--- src/design/ffa_pkg.sv ---
// Shared types and codes for the first-fit arena allocator.
// Depends on nothing; used by first_fit_arena_allocator.
package ffa_pkg;

    // Status codes returned with each result word
    localparam logic [1:0] STAT_ALLOC   = 2'd0;
    localparam logic [1:0] STAT_NOFIT   = 2'd1;
    localparam logic [1:0] STAT_FREED   = 2'd2;
    localparam logic [1:0] STAT_IGNORED = 2'd3;

    // Request opcodes
    localparam logic OP_ALLOC = 1'b0;
    localparam logic OP_FREE  = 1'b1;

    // Sequencer states
    typedef enum logic [3:0] {
        S_INIT,     // write the single initial free block
        S_IDLE,     // wait for a request
        S_CHK,      // scan one table entry per cycle
        S_NCHK,     // free: look at the next neighbor
        S_MRG,      // free: write merged block, plan table compaction
        S_SDRD,     // compaction: read source entry
        S_SDWR,     // compaction: write it lower
        S_SURD,     // split: read entry to move up
        S_SUWR,     // split: write it one place higher
        S_SPLO,     // split: write the new free remainder
        S_SPHI      // split: write the granted block
    } t_state;

endpackage

--- src/design/ffa_ram.sv ---
// Generic single-write, single-read RAM with registered read data.
// No dependencies.
module ffa_ram #(
    parameter int WIDTH = 17,
    parameter int DEPTH = 16
) (
    input  logic                     i_clk,
    input  logic                     i_we,
    input  logic [$clog2(DEPTH)-1:0] i_waddr,
    input  logic [WIDTH-1:0]         i_wdata,
    input  logic [$clog2(DEPTH)-1:0] i_raddr,
    output logic [WIDTH-1:0]         o_rdata
);

    logic [WIDTH-1:0] r_mem [DEPTH];
    logic [WIDTH-1:0] r_rdata;

    // write port and registered read port
    always_ff @(posedge i_clk) begin
        if (i_we) begin
            r_mem[i_waddr] <= i_wdata;
        end
        r_rdata <= r_mem[i_raddr];
    end

    assign o_rdata = r_rdata;

endmodule

--- src/design/first_fit_arena_allocator.sv ---
// First-fit arena allocator: block table in one ffa_ram, read-modify-write sequencer.
// Allocate scans entries in order; a split moves later entries up, then writes the free
// remainder and the granted block. Free scans for the block, reads the next neighbor
// unless the hit is the last entry, writes the merged block and compacts on a merge.
// One request at a time, receiver never stalls; busy never lasts past the strobe.
// Sync reset, then S_INIT writes the initial free block (busy high). Uses ffa_pkg.
module first_fit_arena_allocator #(
    parameter int ARENA_BYTES  = 256,
    parameter int HEADER_BYTES = 16,
    parameter int MAX_BLOCKS   = 16
) (
    input  logic       i_clk,
    input  logic       i_rst_n,
    input  logic       start,
    output logic       busy,
    input  logic       i_op,
    input  logic [7:0] i_req_size,
    input  logic [7:0] i_payload_addr,
    output logic       o_valid,
    output logic [1:0] o_status,
    output logic [7:0] o_grant_addr
);

    localparam int AW = $clog2(ARENA_BYTES);          // offset / length width
    localparam int CW = ((AW > 8) ? AW : 8) + 2;      // compare width
    localparam int EW = 2 * AW + 1;                   // entry: {in_use, start, len}
    localparam int IW = $clog2(MAX_BLOCKS);           // table index
    localparam int TW = $clog2(MAX_BLOCKS + 1);       // entry count
    localparam logic [CW-1:0] HDR   = CW'(HEADER_BYTES);
    localparam logic [CW-1:0] ARENA = CW'(ARENA_BYTES);

    ffa_pkg::t_state r_state, n_state;

    logic [TW-1:0] r_total, n_total;
    logic [IW-1:0] r_idx, n_idx;
    logic [IW-1:0] r_j, n_j;
    logic [1:0]    r_rm, n_rm;
    logic          r_op, n_op;
    logic [7:0]    r_size, n_size;
    logic [CW-1:0] r_hdr, n_hdr;
    logic [EW-1:0] r_ent, n_ent;
    logic [EW-1:0] r_prev, n_prev;
    logic [AW-1:0] r_nlen, n_nlen;
    logic          r_nfree, n_nfree;
    logic          r_valid, n_valid;
    logic [1:0]    r_status, n_status;
    logic [7:0]    r_grant, n_grant;

    // RAM port
    logic          ram_we;
    logic [IW-1:0] ram_waddr, ram_raddr;
    logic [EW-1:0] ram_wdata, rd;

    ffa_ram #(.WIDTH(EW), .DEPTH(MAX_BLOCKS)) u_tbl (
        .i_clk   (i_clk),
        .i_we    (ram_we),
        .i_waddr (ram_waddr),
        .i_wdata (ram_wdata),
        .i_raddr (ram_raddr),
        .o_rdata (rd)
    );

    // fields of the entry just read and of held entries
    logic          rd_use;
    logic [AW-1:0] rd_start, rd_len;
    logic [AW-1:0] ent_start, ent_len, prev_start, prev_len;
    logic          prev_use;
    assign rd_use     = rd[2*AW];
    assign rd_start   = rd[2*AW-1:AW];
    assign rd_len     = rd[AW-1:0];
    assign ent_start  = r_ent[2*AW-1:AW];
    assign ent_len    = r_ent[AW-1:0];
    assign prev_use   = r_prev[2*AW];
    assign prev_start = r_prev[2*AW-1:AW];
    assign prev_len   = r_prev[AW-1:0];

    // scan conditions
    logic fit, do_split, last, hit_free, addr_ok, pfree;
    logic [TW:0] idx_next, sd_src;
    logic [CW-1:0] in_hdr;
    assign fit      = !rd_use && (CW'(rd_len) >= CW'(r_size));
    assign do_split = (CW'(rd_len) > CW'(r_size) + HDR + HDR)
                      && (r_total < TW'(MAX_BLOCKS));
    assign idx_next = (TW+1)'(r_idx) + (TW+1)'(1);
    assign last     = idx_next >= (TW+1)'(r_total);
    assign hit_free = rd_use && (CW'(rd_start) == r_hdr);
    assign in_hdr   = CW'(i_payload_addr) - HDR;
    assign addr_ok  = (CW'(i_payload_addr) >= HDR) && (in_hdr < ARENA);
    assign pfree    = (r_idx != '0) && !prev_use;
    assign sd_src   = (TW+1)'(r_j) + (TW+1)'(r_rm);

    // merged lengths
    logic [CW-1:0] len_i, len_p;
    assign len_i = CW'(ent_len) + (r_nfree ? (CW'(r_nlen) + HDR) : '0);
    assign len_p = CW'(prev_len) + len_i + HDR;

    // next state
    always_comb begin
        n_state = r_state;
        case (r_state)
            ffa_pkg::S_INIT: n_state = ffa_pkg::S_IDLE;
            ffa_pkg::S_IDLE: begin
                if (start) begin
                    if (i_op == ffa_pkg::OP_FREE && !addr_ok) begin
                        n_state = ffa_pkg::S_IDLE;
                    end else begin
                        n_state = ffa_pkg::S_CHK;
                    end
                end
            end
            ffa_pkg::S_CHK: begin
                if (r_op == ffa_pkg::OP_ALLOC) begin
                    if (fit) begin
                        n_state = do_split ? ffa_pkg::S_SURD : ffa_pkg::S_IDLE;
                    end else if (last) begin
                        n_state = ffa_pkg::S_IDLE;
                    end
                end else begin
                    if (hit_free) begin
                        n_state = last ? ffa_pkg::S_MRG : ffa_pkg::S_NCHK;
                    end else if (last) begin
                        n_state = ffa_pkg::S_IDLE;
                    end
                end
            end
            ffa_pkg::S_NCHK: n_state = ffa_pkg::S_MRG;
            ffa_pkg::S_MRG: begin
                n_state = (pfree || r_nfree) ? ffa_pkg::S_SDRD : ffa_pkg::S_IDLE;
            end
            ffa_pkg::S_SDRD: begin
                n_state = (sd_src < (TW+1)'(r_total)) ? ffa_pkg::S_SDWR : ffa_pkg::S_IDLE;
            end
            ffa_pkg::S_SDWR: n_state = ffa_pkg::S_SDRD;
            ffa_pkg::S_SURD: begin
                n_state = (r_j == r_idx) ? ffa_pkg::S_SPLO : ffa_pkg::S_SUWR;
            end
            ffa_pkg::S_SUWR: n_state = ffa_pkg::S_SURD;
            ffa_pkg::S_SPLO: n_state = ffa_pkg::S_SPHI;
            ffa_pkg::S_SPHI: n_state = ffa_pkg::S_IDLE;
            default:         n_state = ffa_pkg::S_IDLE;
        endcase
    end

    // datapath, RAM control and result word
    always_comb begin
        n_total   = r_total;
        n_idx     = r_idx;
        n_j       = r_j;
        n_rm      = r_rm;
        n_op      = r_op;
        n_size    = r_size;
        n_hdr     = r_hdr;
        n_ent     = r_ent;
        n_prev    = r_prev;
        n_nlen    = r_nlen;
        n_nfree   = r_nfree;
        n_valid   = 1'b0;
        n_status  = r_status;
        n_grant   = r_grant;
        ram_we    = 1'b0;
        ram_waddr = r_idx;
        ram_wdata = rd;
        ram_raddr = IW'(idx_next);
        case (r_state)
            ffa_pkg::S_INIT: begin
                ram_we    = 1'b1;
                ram_waddr = '0;
                ram_wdata = {1'b0, AW'(0), AW'(ARENA_BYTES - HEADER_BYTES)};
            end
            ffa_pkg::S_IDLE: begin
                ram_raddr = '0;
                if (start) begin
                    n_op   = i_op;
                    n_size = i_req_size;
                    n_hdr  = in_hdr;
                    n_idx  = '0;
                    if (i_op == ffa_pkg::OP_FREE && !addr_ok) begin
                        n_valid  = 1'b1;
                        n_status = ffa_pkg::STAT_IGNORED;
                        n_grant  = '0;
                    end
                end
            end
            ffa_pkg::S_CHK: begin
                if (r_op == ffa_pkg::OP_ALLOC) begin
                    if (fit) begin
                        n_ent = rd;
                        if (do_split) begin
                            n_j = IW'(r_total - TW'(1));
                        end else begin
                            ram_we    = 1'b1;
                            ram_waddr = r_idx;
                            ram_wdata = {1'b1, rd_start, rd_len};
                            n_valid   = 1'b1;
                            n_status  = ffa_pkg::STAT_ALLOC;
                            n_grant   = 8'(CW'(rd_start) + HDR);
                        end
                    end else if (last) begin
                        n_valid  = 1'b1;
                        n_status = ffa_pkg::STAT_NOFIT;
                        n_grant  = '0;
                    end else begin
                        n_idx = IW'(idx_next);
                    end
                end else begin
                    if (hit_free) begin
                        n_ent   = rd;
                        n_nfree = 1'b0;
                    end else if (last) begin
                        n_valid  = 1'b1;
                        n_status = ffa_pkg::STAT_IGNORED;
                        n_grant  = '0;
                    end else begin
                        n_prev = rd;
                        n_idx  = IW'(idx_next);
                    end
                end
            end
            ffa_pkg::S_NCHK: begin
                n_nfree = !rd_use;
                n_nlen  = rd_len;
            end
            ffa_pkg::S_MRG: begin
                ram_we = 1'b1;
                if (pfree) begin
                    ram_waddr = r_idx - IW'(1);
                    ram_wdata = {1'b0, prev_start, AW'(len_p)};
                    n_rm      = r_nfree ? 2'd2 : 2'd1;
                    n_j       = r_idx;
                end else begin
                    ram_waddr = r_idx;
                    ram_wdata = {1'b0, ent_start, AW'(len_i)};
                    n_rm      = r_nfree ? 2'd1 : 2'd0;
                    n_j       = IW'(idx_next);
                end
                if (!pfree && !r_nfree) begin
                    n_valid  = 1'b1;
                    n_status = ffa_pkg::STAT_FREED;
                    n_grant  = '0;
                end
            end
            ffa_pkg::S_SDRD: begin
                ram_raddr = IW'(sd_src);
                if (!(sd_src < (TW+1)'(r_total))) begin
                    n_total  = r_total - TW'(r_rm);
                    n_valid  = 1'b1;
                    n_status = ffa_pkg::STAT_FREED;
                    n_grant  = '0;
                end
            end
            ffa_pkg::S_SDWR: begin
                ram_we    = 1'b1;
                ram_waddr = r_j;
                ram_wdata = rd;
                n_j       = r_j + IW'(1);
            end
            ffa_pkg::S_SURD: begin
                ram_raddr = r_j;
            end
            ffa_pkg::S_SUWR: begin
                ram_we    = 1'b1;
                ram_waddr = r_j + IW'(1);
                ram_wdata = rd;
                n_j       = r_j - IW'(1);
            end
            ffa_pkg::S_SPLO: begin
                ram_we    = 1'b1;
                ram_waddr = r_idx + IW'(1);
                ram_wdata = {1'b0,
                             AW'(CW'(ent_start) + HDR + CW'(r_size)),
                             AW'(CW'(ent_len) - CW'(r_size) - HDR)};
            end
            ffa_pkg::S_SPHI: begin
                ram_we    = 1'b1;
                ram_waddr = r_idx;
                ram_wdata = {1'b1, ent_start, AW'(r_size)};
                n_total   = r_total + TW'(1);
                n_valid   = 1'b1;
                n_status  = ffa_pkg::STAT_ALLOC;
                n_grant   = 8'(CW'(ent_start) + HDR);
            end
            default: begin
                ram_we = 1'b0;
            end
        endcase
    end

    // control registers
    always_ff @(posedge i_clk) begin
        if (!i_rst_n) begin
            r_state <= ffa_pkg::S_INIT;
            r_total <= TW'(1);
            r_valid <= 1'b0;
        end else begin
            r_state <= n_state;
            r_total <= n_total;
            r_valid <= n_valid;
        end
    end

    // payload registers
    always_ff @(posedge i_clk) begin
        r_idx    <= n_idx;
        r_j      <= n_j;
        r_rm     <= n_rm;
        r_op     <= n_op;
        r_size   <= n_size;
        r_hdr    <= n_hdr;
        r_ent    <= n_ent;
        r_prev   <= n_prev;
        r_nlen   <= n_nlen;
        r_nfree  <= n_nfree;
        r_status <= n_status;
        r_grant  <= n_grant;
    end

    assign busy         = (r_state != ffa_pkg::S_IDLE);
    assign o_valid      = r_valid;
    assign o_status     = r_status;
    assign o_grant_addr = r_grant;

endmodule
--- config.mk ---
export PLATFORM = sky130hd
export DESIGN_NAME = first_fit_arena_allocator
export DESIGN_NICKNAME = d
export VERILOG_FILES = /design/src/design/ffa_pkg.sv /design/src/design/ffa_ram.sv /design/src/design/first_fit_arena_allocator.sv
export SDC_FILE = /design/constraint.sdc
export NUM_CORES = 1
export LEC_CHECK = 0
export ABC_AREA = 1
export BUFFER_PORTS_ARGS = -buffer_cell sky130_fd_sc_hd__buf_2
export CAP_MARGIN = 20
export CORE_MARGIN = 10
export CORE_UTILIZATION = 32
export DETAILED_ROUTE_END_ITERATION = 10
export GPL_ROUTABILITY_DRIVEN = 0
export PLACE_DENSITY = 0.52
export SLEW_MARGIN = 20
export SYNTH_ARGS = -nofsm -noshare
export SYNTH_HDL_FRONTEND = slang
export SYNTH_SLANG_ARGS = --single-unit
--- constraint.sdc ---
create_clock -name i_clk -period 9.8 [get_ports i_clk]
set_input_delay 1.96 -clock i_clk [delete_from_list [all_inputs] [get_ports i_clk]]
set_output_delay 1.96 -clock i_clk [all_outputs]
set_load 0.01 [all_outputs]
==> reports/qor.yml <==
floorplanning:
  initial_utilization: 0.322
  core_area_mm2: 0.0614
  die_h_um: 268
  ios: 32
  rows: 91
  dieWidth_um: 268
  die-area_mm2: 0.0720
critical_path:
  rrSetupSlack_ns: 5.64
  timing.rr.start: "r_nfree"
  rr_worst_depth: 19
  slowest_delay_ns: 0.55
  critPathRequiredTime_ns: 9.89
  path_depth: 19
  crit_buf_inv: 4
  path_max_fanout: 16
  startpoint_type: "register"
  worst_setup_path_end_kind: "register"
  arrival_ns: 4.25
  critPathSlowestCell: "nand4_1"
  crit_family: "simple AND/OR/NAND/NOR gates"
  reg2reg_to: "u_tbl.r_mem[0][6]"
  cp_cell_sequence: "nand2_1 > inv_1 > ha_1 > fa_1 > nand3_1 > nand2_1 > xnor2_1 > ha_1 > inv_1 > ha_1 > nand2_1 > inv_1 > nand4_1 > nand3_1 > or2_2 > nand3_1 > nand2_1 > inv_1 > nand4_1"
  crit_type: "register to register"
finish:
  diodes: 0
  nFillCells: 6121
  fin_area_mm2: 0.0222
  fin_nets: 2235
  layout-drive-gt1-share: 0.0784
  syn2layout_area_growth_pct: 12.7
hold_path:
  holdPathStages: 2
  min_path_type: "register to register"
  hp-start: "r_total[4]"
  hold_path_end: "r_total[4]"
synthesis:
  syn_nets: 2213
  synth_top_family_by_area: "simple AND/OR/NAND/NOR gates"
  yosys_warnings: 0
  synth_edf_count: 352
  yosysTopAreaCellShare: 0.535
  synthMuxAreaShare: 0
  netlist_top_cells_area: "edfxtp_1, inv_1, nand2_1"
  synth_xor_area_frac: 0.0169
  synth-simple-area-share: 0.222
  synth_flop_cell: "edfxtp_1"
  synth_compound_area_frac: 0.0433
  synth_most_common_cell: "inv_1"
  syn_inst: 2109
  ys_top_cells_by_count: "inv_1, nand2_1, edfxtp_1"
  syn_area_per_cell_um2: 9.36
  ys_types: 45
  syn-cell-area_mm2: 0.0197
  async_flop_share: 0
  ys_ff_latch: 379
  synth_top_area_cell: "edfxtp_1"
  synthAdderAreaFrac: 0.0555
  yosysSeqAreaShare: 0.563
global_route:
  grt_pass1_wl_mm: 87.8
  antenna_found_initial: 0
  grt_util_all_layers: 0.160
  grt_pass1_vias: 14375
  grt_max_degree: 77
  overflow: 0
detailed_routing:
  drt_first_iter_violations: 1291
  wl_per_cell_um: 19.7
  vias_per_cell: 5.06
  finalWirelength_mm: 58.2
  drtPass1Iterations: 7
  vias: 14948
  ant_nets: 0
  drc: 0
clocking:
  cts_sinks: 379
  post_cts_buffers: 0
  numCtsBuffers: 44
  postCtsHoldBufs: 0
  clock_latency_ns: 0.61
  cts_htree_levels: 2
  post_cts_resized: 0
  cts_buffer_depth: 3
  clk_pin_slew_ns: 0.06
  cts_tree: "built"
  root_buffer: "clkbuf_16"
place:
  dp_hpwl_mm: 34.7
  port_buffers: 31
  dpl_cell_area_mm2: 0.0208
  preCtsSetupSlack_ns: 5.49
timing:
  fmax_mhz: 240
  fin_ws_ns: 5.64
  finalCriticalPeriod_ns: 4.16
  tightest_slew_ns: 0.995
  hold_viol: 0
  skew_ns: 0.0395
  rsz0062_at_grt: "false"
  setup-tns-final_ns: 0
  period_share: 0.424
  drv_slew: 0
  slew_headroom: 0.336
  finalSetupViolCount: 0
power_and_ir_drop:
  power_density_mw_per_mm2: 226
  p_leak_nw: 9.61
  irDropWorstVdd_uv: 139
job:
  max_cap_violations: 0
outcome:
  outcome: "completed"
## registers in the layout (all words and copies together) (netlist names)
register / count
r_rm: 2
u_tbl.o_rdata: 17
r_j: 4
r_op: 1
r_nfree: 1
r_hdr: 9
r_ent: 16
r_prev: 17
o_status: 2
r_idx: 4
o_grant_addr: 8
r_nlen: 8
r_size: 8
u_tbl.r_mem: 272
o_valid: 1
r_state: 4
r_total: 5
## worst min-delay path: stages (launching register included)
cell,delay [ns]
dfxtp_1,0.36
a21oi_1,0.05
nor2_1,0.09
## logic make-up after synthesis
kind of cell             Yosys count
XOR/XNOR                          38
flip-flops                       379
adder cells (fa/ha/maj)           84
buffers and inverters            505
AO/OA/AOI/OAI                    148
AND/OR/NAND/NOR                  955
## per-layer routing
metal  global-route usage  wire, µm  part of all wire
met1                0.216     26600              0.46
met2                0.260     26800              0.46
met3               0.0237      3170             0.055
met4               0.0507      1550             0.027
met5                    0         0                 0
## worst max path at each step
stage,from,end,slack [ns]
finish,r_nfree,u_tbl.r_mem[0][6],5.64
global route,r_nfree,u_tbl.r_mem[0][6],5.27
CTS,r_nlen[4],u_tbl.r_mem[12][7],5.46
detailed placement,r_nlen[4],u_tbl.r_mem[15][7],5.49
global placement,i_payload_addr[5],o_grant_addr[0],5.69
floorplan,i_payload_addr[5],o_grant_addr[0],6.18
## final cells by class
type,count,area (µm²),area share
repair buffers,65,410,0.0184
clock inverters,16,166,0.00748
well taps,790,988,0.0444
clock buffers,66,1230,0.0555
inverters,416,1560,0.0702
multi-input cells,1225,6780,0.305
flip-flops and latches,379,11100,0.499
## power by group
group | switching (mW) | internal [mW] | total (mW)
Clock | 0.692 | 0.906 | 1.60
Sequential | 0.143 | 2.08 | 2.22
Combinational | 0.887 | 0.332 | 1.22
Total | 1.72 | 3.31 | 5.04
## through the flow
stage / instances / utilization / hold slack, ns / power, mW
final: 2957 / 0.363 / 0.534 / 5.04
after global routing: 2957 / 0.363 / 0.546 / 5.29
after CTS: 2957 / 0.362 / 0.526 / 5.07
after detailed placement: 2875 / 0.340 / 0.509 / 3.47
after global placement: 2875 / 0.339 / 0.502 / 3.45
after floorplan: 2109 / - / 0.426 / 2.98
## layout by cell type, fill, tap and decap left out, types with 26 or more instances in the layout
master | netlist | final
clkbuf_16 | 0 | 44
o21ai_0 | 54 | 52
nor2_1 | 86 | 69
edfxtp_1 | 352 | 352
nand4_1 | 139 | 139
nand3_1 | 296 | 295
inv_1 | 409 | 409
nand2_1 | 408 | 406
xor2_1 | 26 | 26
buf_4 | 8 | 34
dfxtp_1 | 27 | 27
ha_1 | 78 | 78
buf_2 | 26 | 31
a21oi_1 | 53 | 52
Note: power is estimated with default switching activity, not from simulation.
